**config.mk**
```make
export PLATFORM = sky130hd
export DESIGN_NAME = hrm_rate_div
export DESIGN_NICKNAME = d
export VERILOG_FILES = /design/src/hdl/hrm_pkg.sv /design/src/hdl/hrm_rate_div.sv
export SDC_FILE = /design/constraint.sdc
export NUM_CORES = 1
export LEC_CHECK = 0
export CAP_MARGIN = 20
export CORE_AREA = 2 2 180 182
export CTS_BUF_LIST = sky130_fd_sc_hd__clkbuf_8
export CTS_CLUSTER_SIZE = 30
export DETAILED_ROUTE_END_ITERATION = 6
export DIE_AREA = 0 0 182 184
export DONT_BUFFER_PORTS = 1
export GPL_TIMING_DRIVEN = 0
export SKIP_CTS_REPAIR_TIMING = 1
export SLEW_MARGIN = 0
export SYNTH_ARGS = -nofsm -noshare
export SYNTH_HDL_FRONTEND = slang
export SYNTH_SLANG_ARGS = --single-unit
export TNS_END_PERCENT = 100
```
**constraint.sdc**
```tcl
create_clock -name i_clk -period 6.2 [get_ports i_clk]
set_input_delay 0.93 -clock i_clk [delete_from_list [all_inputs] [get_ports i_clk]]
set_output_delay 0.93 -clock i_clk [all_outputs]
set_load 0.005 [all_outputs]
```
**src/hdl/hrm_pkg.sv**
```systemverilog
`timescale 1ns / 1ps
`default_nettype none
package hrm_pkg;
    localparam logic [63:0] RATE_ONE = 64'd1000000000;
    localparam int IVAL_W = 48;
    localparam int SUM_W = 54;
    localparam int RATE_W = 30;
    localparam logic CFG_WINDOW_LENGTH = 1'b0;
    localparam logic CFG_LOG_DEPTH = 1'b1;

    typedef struct packed {
        logic [63:0] time_ns;
        logic [31:0] beat_tag;
    } t_beat;

    typedef struct packed {
        logic [31:0] beat_number;
        logic [31:0] record_tag;
        logic [63:0] record_time;
        logic [9:0]  log_slot;
        logic [29:0] windowed_bps;
        logic [29:0] overall_bps;
        logic [29:0] latest_bps;
    } t_record;

    typedef struct packed {
        logic start;
        logic done;
    } t_div_ctl;
endpackage
`default_nettype wire

```
**src/hdl/hrm_rate_div.sv**
```systemverilog
`timescale 1ns / 1ps
`default_nettype none
// restoring divider, one quotient bit per cycle, then round half up and saturate
module hrm_rate_div
    import hrm_pkg::*;
(
    input  wire logic              i_clk,
    input  wire logic              i_rst_n,
    input  wire t_div_ctl          i_ctl,
    input  wire logic [63:0]       i_num,
    input  wire logic [63:0]       i_den,
    output t_div_ctl               o_ctl,
    output logic [RATE_W-1:0]      o_rate
);
    logic [63:0] r_q, n_q;
    logic [64:0] r_rem, n_rem;
    logic [63:0] r_den;
    logic [6:0]  r_cnt, n_cnt;
    logic        r_busy, r_done;
    logic [64:0] w_shift;
    logic [64:0] w_twice;
    logic [63:0] w_qr;

    always_comb begin
        w_shift = {r_rem[63:0], r_q[63]};
        n_rem = r_rem;
        n_q = r_q;
        n_cnt = r_cnt;
        if (r_busy) begin
            n_q = {r_q[62:0], 1'b0};
            if (w_shift >= {1'b0, r_den}) begin
                n_rem = w_shift - {1'b0, r_den};
                n_q[0] = 1'b1;
            end else begin
                n_rem = w_shift;
            end
            n_cnt = r_cnt - 7'd1;
        end
    end

    always_ff @(posedge i_clk) begin
        if (!i_rst_n) begin
            r_busy <= 1'b0;
            r_done <= 1'b0;
            r_cnt  <= '0;
        end else begin
            r_done <= 1'b0;
            if (i_ctl.start) begin
                r_busy <= 1'b1;
                r_cnt  <= 7'd64;
            end else if (r_busy) begin
                r_cnt <= n_cnt;
                if (r_cnt == 7'd1) begin
                    r_busy <= 1'b0;
                    r_done <= 1'b1;
                end
            end
        end
    end

    always_ff @(posedge i_clk) begin
        if (i_ctl.start) begin
            r_q   <= i_num;
            r_rem <= '0;
            r_den <= i_den;
        end else begin
            r_q   <= n_q;
            r_rem <= n_rem;
        end
    end

    // round half up: 2*rem >= den
    assign w_twice = {r_rem[63:0], 1'b0};
    always_comb begin
        w_qr = r_q + {63'd0, (w_twice >= {1'b0, r_den})};
        if (r_den == 64'd0 || w_qr > RATE_ONE) o_rate = RATE_ONE[RATE_W-1:0];
        else o_rate = w_qr[RATE_W-1:0];
    end

    assign o_ctl.start = 1'b0;
    assign o_ctl.done  = r_done;
endmodule
`default_nettype wire
```
==> flow_summary.ini, run 1 <==
[synth]
synth_async_sr_flop_share = 0
yosys-mux-area-fraction = 0.0628
synth_simple_gate_area_share = 0.196
yosys_warnings = 0
synth_top_family_by_area = simple AND/OR/NAND/NOR gates
synthAdderAreaFrac = 0.0622
ys_ff_latch = 201
syn_area_um2 = 14000
synth_compound_area_frac = 0.185
synth.avg_cell_area_um2 = 8.85
yosys.cell_types.count = 80
synth_xor_area_frac = 0.0632
syn_nets = 1781
synth-seq-area-share = 0.379
synth_edf_count = 128
ys.flop_type = edfxtp_1
synthCells = 1580

[flow_run]
maxCapViolations = 0

[hold_path]
hold_class = in2reg

[routing]
drt-initial-drc-count = 984
drc = 0
antenna_left = 0
routedWlPerCell_um = 20.9
first_pass_iters = 5
via_per_inst = 5.95
vias = 12255
routed_wl_um = 43000

[timing]
slew_violations = 0
setup-violations-final = 30
fmax_mhz = 151
rsz0062_at_grt = true
worst_slack_ns = -0.430
hold_viol_final = 0
worst_pin_slew_ns = 1.07
fin_crit_ns = 6.63
relSlewSlack = 0.285
fin_skew_ns = 0.0295
tns_ns = -11.87
finalCritPeriodShare = 1.07

[power]
power_density_nw_per_um2 = 238
leakagePower_nw = 5.96
vdd_ir_drop_max_mv = 0.181

[global_route]
grt_remaining_overflow = 0
grt_first_pass_wirelength_um = 64900
grt_start_max_net_pins = 66
grt_pass1_vias = 11528
grt_usage = 0.247
grt_antenna_before_repair = 6

[final_layout]
synthToLayoutAreaGrowth_pct = 13.2
utilization = 0.504
nets = 1825
layout_commonest_cell = nor2_1
layout_common_cells = 143 x nor2_1, 128 x edfxtp_1, 125 x nand2_1
drive_gt1_frac = 0.146

[clock_tree]
h-tree-depth = 2
tritoncts = built
tritoncts.num_buffers = 38
cts_buffer_depth = 3
root_buffer = clkbuf_8
clock_latency_ns = 0.57
cts_sinks = 201
path_clk_slew_ns = 0.06

[floorplanning]
core_um2 = 31400
start_util = 0.446
fp-row-count = 65
dieArea_um2 = 33500
die_h_um = 184
io_pins = 164
die_w_um = 182

[setup_path]
max_stage_delay_ns = 0.55
cp-end-kind = primary output
slowest_stage = or4b_4
cp_data_required_time_ns = 5.27
criticalPathCategory = reg2out
crit_path_start_kind = flip-flop
cp_max_fo = 6
critPathArrivalTime_ns = 5.70
cp_cell_sequence = inv_1 > ha_4 > nand4_1 > nor4_2 > and3_4 > nand3_4 > o2111a_2 > nand2_4 > ha_4 > ha_4 > nand4_1 > buf_6 > nor4_4 > mux2_4 > o21ai_4 > nand4_1 > or4b_4 > a2bb2oi_2 > o2111a_2 > buf_4 > and2_1

[placed_design]
io_buffers = 0
gp_congestion = 0.955
hpwl_um = 32100
post-place-ws_ns = -1.22

[outcome]
status = finished with violations
violations = setup timing
-- critical path: cells and delay by family, from the launching register on --
family,cells,cell delay (ns)
AND/OR/NAND/NOR,10,2.39
AO/OA/AOI/OAI,4,1.02
flip-flops,1,0.37
adder cells (fa/ha/maj),3,0.60
buffers and inverters,3,0.42
multiplexers,1,0.35
-- synthesized netlist by cell type, types with 5 or more instances --
master    number  area share
inv_1         87       0.023
o21a_1        12      0.0064
buf_4          6      0.0032
buf_2          7      0.0025
nor3_1        43       0.015
nand3_1       40       0.014
a21o_1        18      0.0097
a311oi_1       7      0.0044
a31oi_1       11      0.0049
nor2b_1        9      0.0040
xnor2_1       52       0.033
nor2_1       146       0.039
mux2_2        62       0.050
o21ai_0       88       0.031
a211oi_1      44       0.024
nand2_1      129       0.035
and3_1        23       0.010
edfxtp_1     128        0.27
a32oi_1        5      0.0031
o211ai_1      10      0.0054
and4_1         9      0.0056
ha_1          68       0.061
xor2_1        49       0.031
nor4b_1        6      0.0038
a22oi_1       10      0.0054
a211o_1        8      0.0050
o21bai_1      14      0.0075
dfxtp_1       73        0.10
or3_1          5      0.0022
a21oi_1      122       0.044
nand2b_1      11      0.0049
mux2i_1       18       0.013
nor4_1        28       0.013
and2_1        20      0.0089
o31ai_1        9      0.0048
nand4_1       47       0.021
clkbuf_1      77       0.021
-- where the power goes --
group	leakage (nW)	internal, W	switching, W
logic	3.66	0.000346	0.000515
clock network	0.428	0.000669	0.000574
registers	1.87	0.00155	0.000110
-- kinds of logic (layout without fill, tap and decap cells) --
family / after synthesis / in the layout
compound gates: 404 / 404
xor+xnor: 101 / 101
fa+ha+maj: 69 / 69
buf+inv: 180 / 252
flops: 201 / 201
mux: 80 / 80
other cells: 1 / 6
simple gates: 544 / 544
-- state kept, by name, summed over array words and instances, names as in the netlist --
| register | flops |
|---|---|
| r_busy | 1 |
| r_cnt | 7 |
| r_den | 64 |
| r_done | 1 |
| r_q | 64 |
| r_rem | 64 |
-- per-stage QoR --
step                hold WS [ns]  instances  power [W]  instance area [µm²]
global route               0.430       2056    0.00397                15800
floorplan                  0.453       1580    0.00226                14000
detailed placement         0.481       1983    0.00248                14500
CTS                        0.424       2051    0.00375                15200
global placement           0.474       1982    0.00247                14500
finish                     0.459       2059    0.00377                15800
-- final timing paths --
| check | end | slack, ns | cells past startpoint | start |
|---|---|---|---|---|
| worst max-delay path | o_rate[0] | -0.43 | 21 | r_den[41]$_DFFE_PP_ |
| worst min-delay path | r_den[40]$_DFFE_PP_ | 0.46 | 0 | i_den[40] |
| worst max register to register | r_rem[32]$_SDFFE_PP0P_ | 1.75 | 14 | r_den[58]$_DFFE_PP_ |
| worst min register to register | r_rem[31]$_SDFFE_PP0P_ | 0.49 | 2 | r_rem[31]$_SDFFE_PP0P_ |
-- area by class of cell --
type                       instances  area, µm²
buffer                            70        319
antenna                            5       12.5
multi-input combinational       1199       8420
sequential                       201       5310
inverter                          87        327
clock buffer                      46        633
tap                              402        503
fill                            3045      15600
clock inverter                    22       92.6
timing repair buffer              27        219
-- metal layers --
| layer | track usage | vias to the layer above | routed length, µm |
|---|---|---|---|
| li1 | - | 5931 | - |
| met1 | 0.327 | 5858 | 19300 |
| met2 | 0.405 | 387 | 19800 |
| met3 | 0.0511 | 75 | 2760 |
| met4 | 0.0784 | 4 | 1130 |
| met5 | 0 | - | 27 |
No activity file was read; power rests on OpenSTA's default activity.
==> inputs of run 2 (changes only) <==
Settings changed: ABC_AREA set to 1, CAP_MARGIN 20 to not set, CORE_AREA 2 2 180 182 to 2 2 190 192, DIE_AREA 0 0 182 184 to 0 0 192 194.
==> run 2 against run 1 <==
  * The run now ends clean
  * Sequential share of layout area down 2.9 points
  * Critical path depth rose by 1
  * Largest cell class unchanged
  * Synthesized cell count is 52% higher
  * Sequential power down 3%
  * Clock-buffer cell count fell by 7
  * Setup slack better by 0.58 ns
  * Clock power is 6% lower
==> flow_summary.ini, run 2 <==
[clock_tree]
tritoncts.num_buffers = 36
path_clk_slew_ns = 0.06
clock_latency_ns = 0.59
cts_sinks = 201
h-tree-depth = 2
tritoncts = built
root_buffer = clkbuf_8
cts_buffer_depth = 3

[synth]
yosysMostFrequentCell = nand2_1
synth_area_leader_cell = edfxtp_1
synth_edf_count = 128
yosys_warnings = 0
synth.avg_cell_area_um2 = 6.49
synthCells = 2404
synth_area_leaders = edfxtp_1 25%, nand2_1 16%, dfxtp_1 9.4%
synth_async_sr_flop_share = 0
ys_ff_latch = 201
syn_nets = 2605
yosys.cell_types.count = 46
synth_common_cells = 683 x nand2_1, 380 x inv_1, 312 x nor2_1
yosys.area.top_type_share = 0.246
synth-seq-area-share = 0.340
ys.flop_type = edfxtp_1
syn_area_um2 = 15600

[setup_path]
cp_max_fo = 5
criticalPathCategory = reg2out
cp_top_family = simple AND/OR/NAND/NOR gates
slowest_stage = edfxtp_1
path_buf_inv = 4
max_stage_delay_ns = 0.44
crit_path_start_kind = flip-flop
critPathArrivalTime_ns = 5.12
ff2ff_setup_slack_ns = 2.28
cp_data_required_time_ns = 5.27
cp-end-kind = primary output
cp_cell_sequence = inv_1 > ha_1 > nand2_2 > nor2_4 > nand2_2 > nor2_4 > nand2_1 > o311ai_4 > ha_2 > nand3_2 > inv_1 > nand2_1 > nor2_2 > nand3_1 > xor2_1 > inv_1 > a21oi_1 > nand3_1 > nor2_4 > nand3_4 > buf_4 > nor2_1

[global_route]
grt_usage = 0.312
grt_pass1_vias = 15082
grt_first_pass_wirelength_um = 87700
grt_start_max_net_pins = 68
grt_remaining_overflow = 0
grt_antenna_before_repair = 1

[floorplanning]
core_um2 = 35200
io_pins = 164
die_w_um = 192
die_h_um = 194
start_util = 0.443
fp-row-count = 69
dieArea_um2 = 37200

[timing]
fin_skew_ns = 0.0310
hold_ws_ns = 0.428
setup-violations-final = 0
slew_violations = 0
finalCritPeriodShare = 0.975
fmax_mhz = 165
worst_slack_ns = 0.152
hold_viol_final = 0
tns_ns = 0
worst_pin_slew_ns = 1.09
relSlewSlack = 0.269
fin_crit_ns = 6.05

[placed_design]
gp_congestion = 0.993
place_area_um2 = 16200
post-place-ws_ns = -0.676
hpwl_um = 48400
io_buffers = 0

[outcome]
status = completed

[final_layout]
fill_cells = 3764
synthToLayoutAreaGrowth_pct = 11.1
layout_commonest_cell = nand2_1
multi_input_area_um2 = 9040
stdcell_area_um2 = 17300
nets = 2659
seq_area_um2 = 5310
reg_top3 = r_den (64), r_q (64), r_rem (64)
utilization = 0.492
layout_common_cells = 674 x nand2_1, 396 x inv_1, 294 x nor2_1
drive_gt1_frac = 0.0676

[routing]
vias = 16056
routedWlPerCell_um = 20.1
via_per_inst = 5.45
antenna_left = 0
routed_wl_um = 59200
drc = 0
drt-initial-drc-count = 1370
first_pass_iters = 5

[flow_run]
maxCapViolations = 0

[hold_path]
hold_class = in2reg

[power]
vdd_ir_drop_max_mv = 0.203
power_density_nw_per_um2 = 188
leakagePower_nw = 7.69
[run 2: worst paths after layout]
| kind | endpoint | depth (start not counted) | from |
|---|---|---|---|
| worst min register to register | r_rem[63]$_SDFFE_PP0P_ | 2 | r_rem[63]$_SDFFE_PP0P_ |
| worst max-delay path | o_rate[3] | 22 | r_den[48]$_DFFE_PP_ |
| worst min-delay path | r_den[48]$_DFFE_PP_ | 0 | i_den[48] |
| worst max register to register | r_rem[44]$_SDFFE_PP0P_ | 13 | r_den[54]$_DFFE_PP_ |
[run 2: final cells by class]
type	instances	area share
Tap cell	461	0.0333
Clock buffer	39	0.0310
Antenna cell	1	0.000144
Multi-Input combinational cell	1779	0.522
Clock inverter	27	0.00657
Buffer	45	0.0112
Sequential cell	201	0.306
Inverter	381	0.0827
Timing Repair Buffer	14	0.00722
[run 2: cell families after synthesis]
family / after synthesis / synth area share
other cells: 1 / 0.000240
buf+inv: 426 / 0.104
fa+ha+maj: 69 / 0.0558
xor+xnor: 57 / 0.0320
compound gates: 311 / 0.106
flops: 201 / 0.340
simple gates: 1339 / 0.362
[run 2: power breakdown]
part	internal [W]	total [W]	switching (W)
logic	0.000145	0.000491	0.000346
clock network	0.000580	0.00116	0.000576
registers	0.00153	0.00161	0.0000806
[run 2: layer usage]
| metal | part of all wire | vias up | track usage |
|---|---|---|---|
| li1 | - | 7872 | - |
| met5 | 0 | - | 0 |
| met4 | 0.039 | 0 | 0.126 |
| met3 | 0.072 | 105 | 0.0342 |
| met2 | 0.44 | 645 | 0.485 |
| met1 | 0.45 | 7434 | 0.442 |
[run 2: through the flow]
stage,total power (W),cells
after global routing,0.00342,2948
after floorplan,0.00193,2404
after global placement,0.00209,2865
after detailed placement,0.00209,2866
final,0.00325,2948
after CTS,0.00327,2932
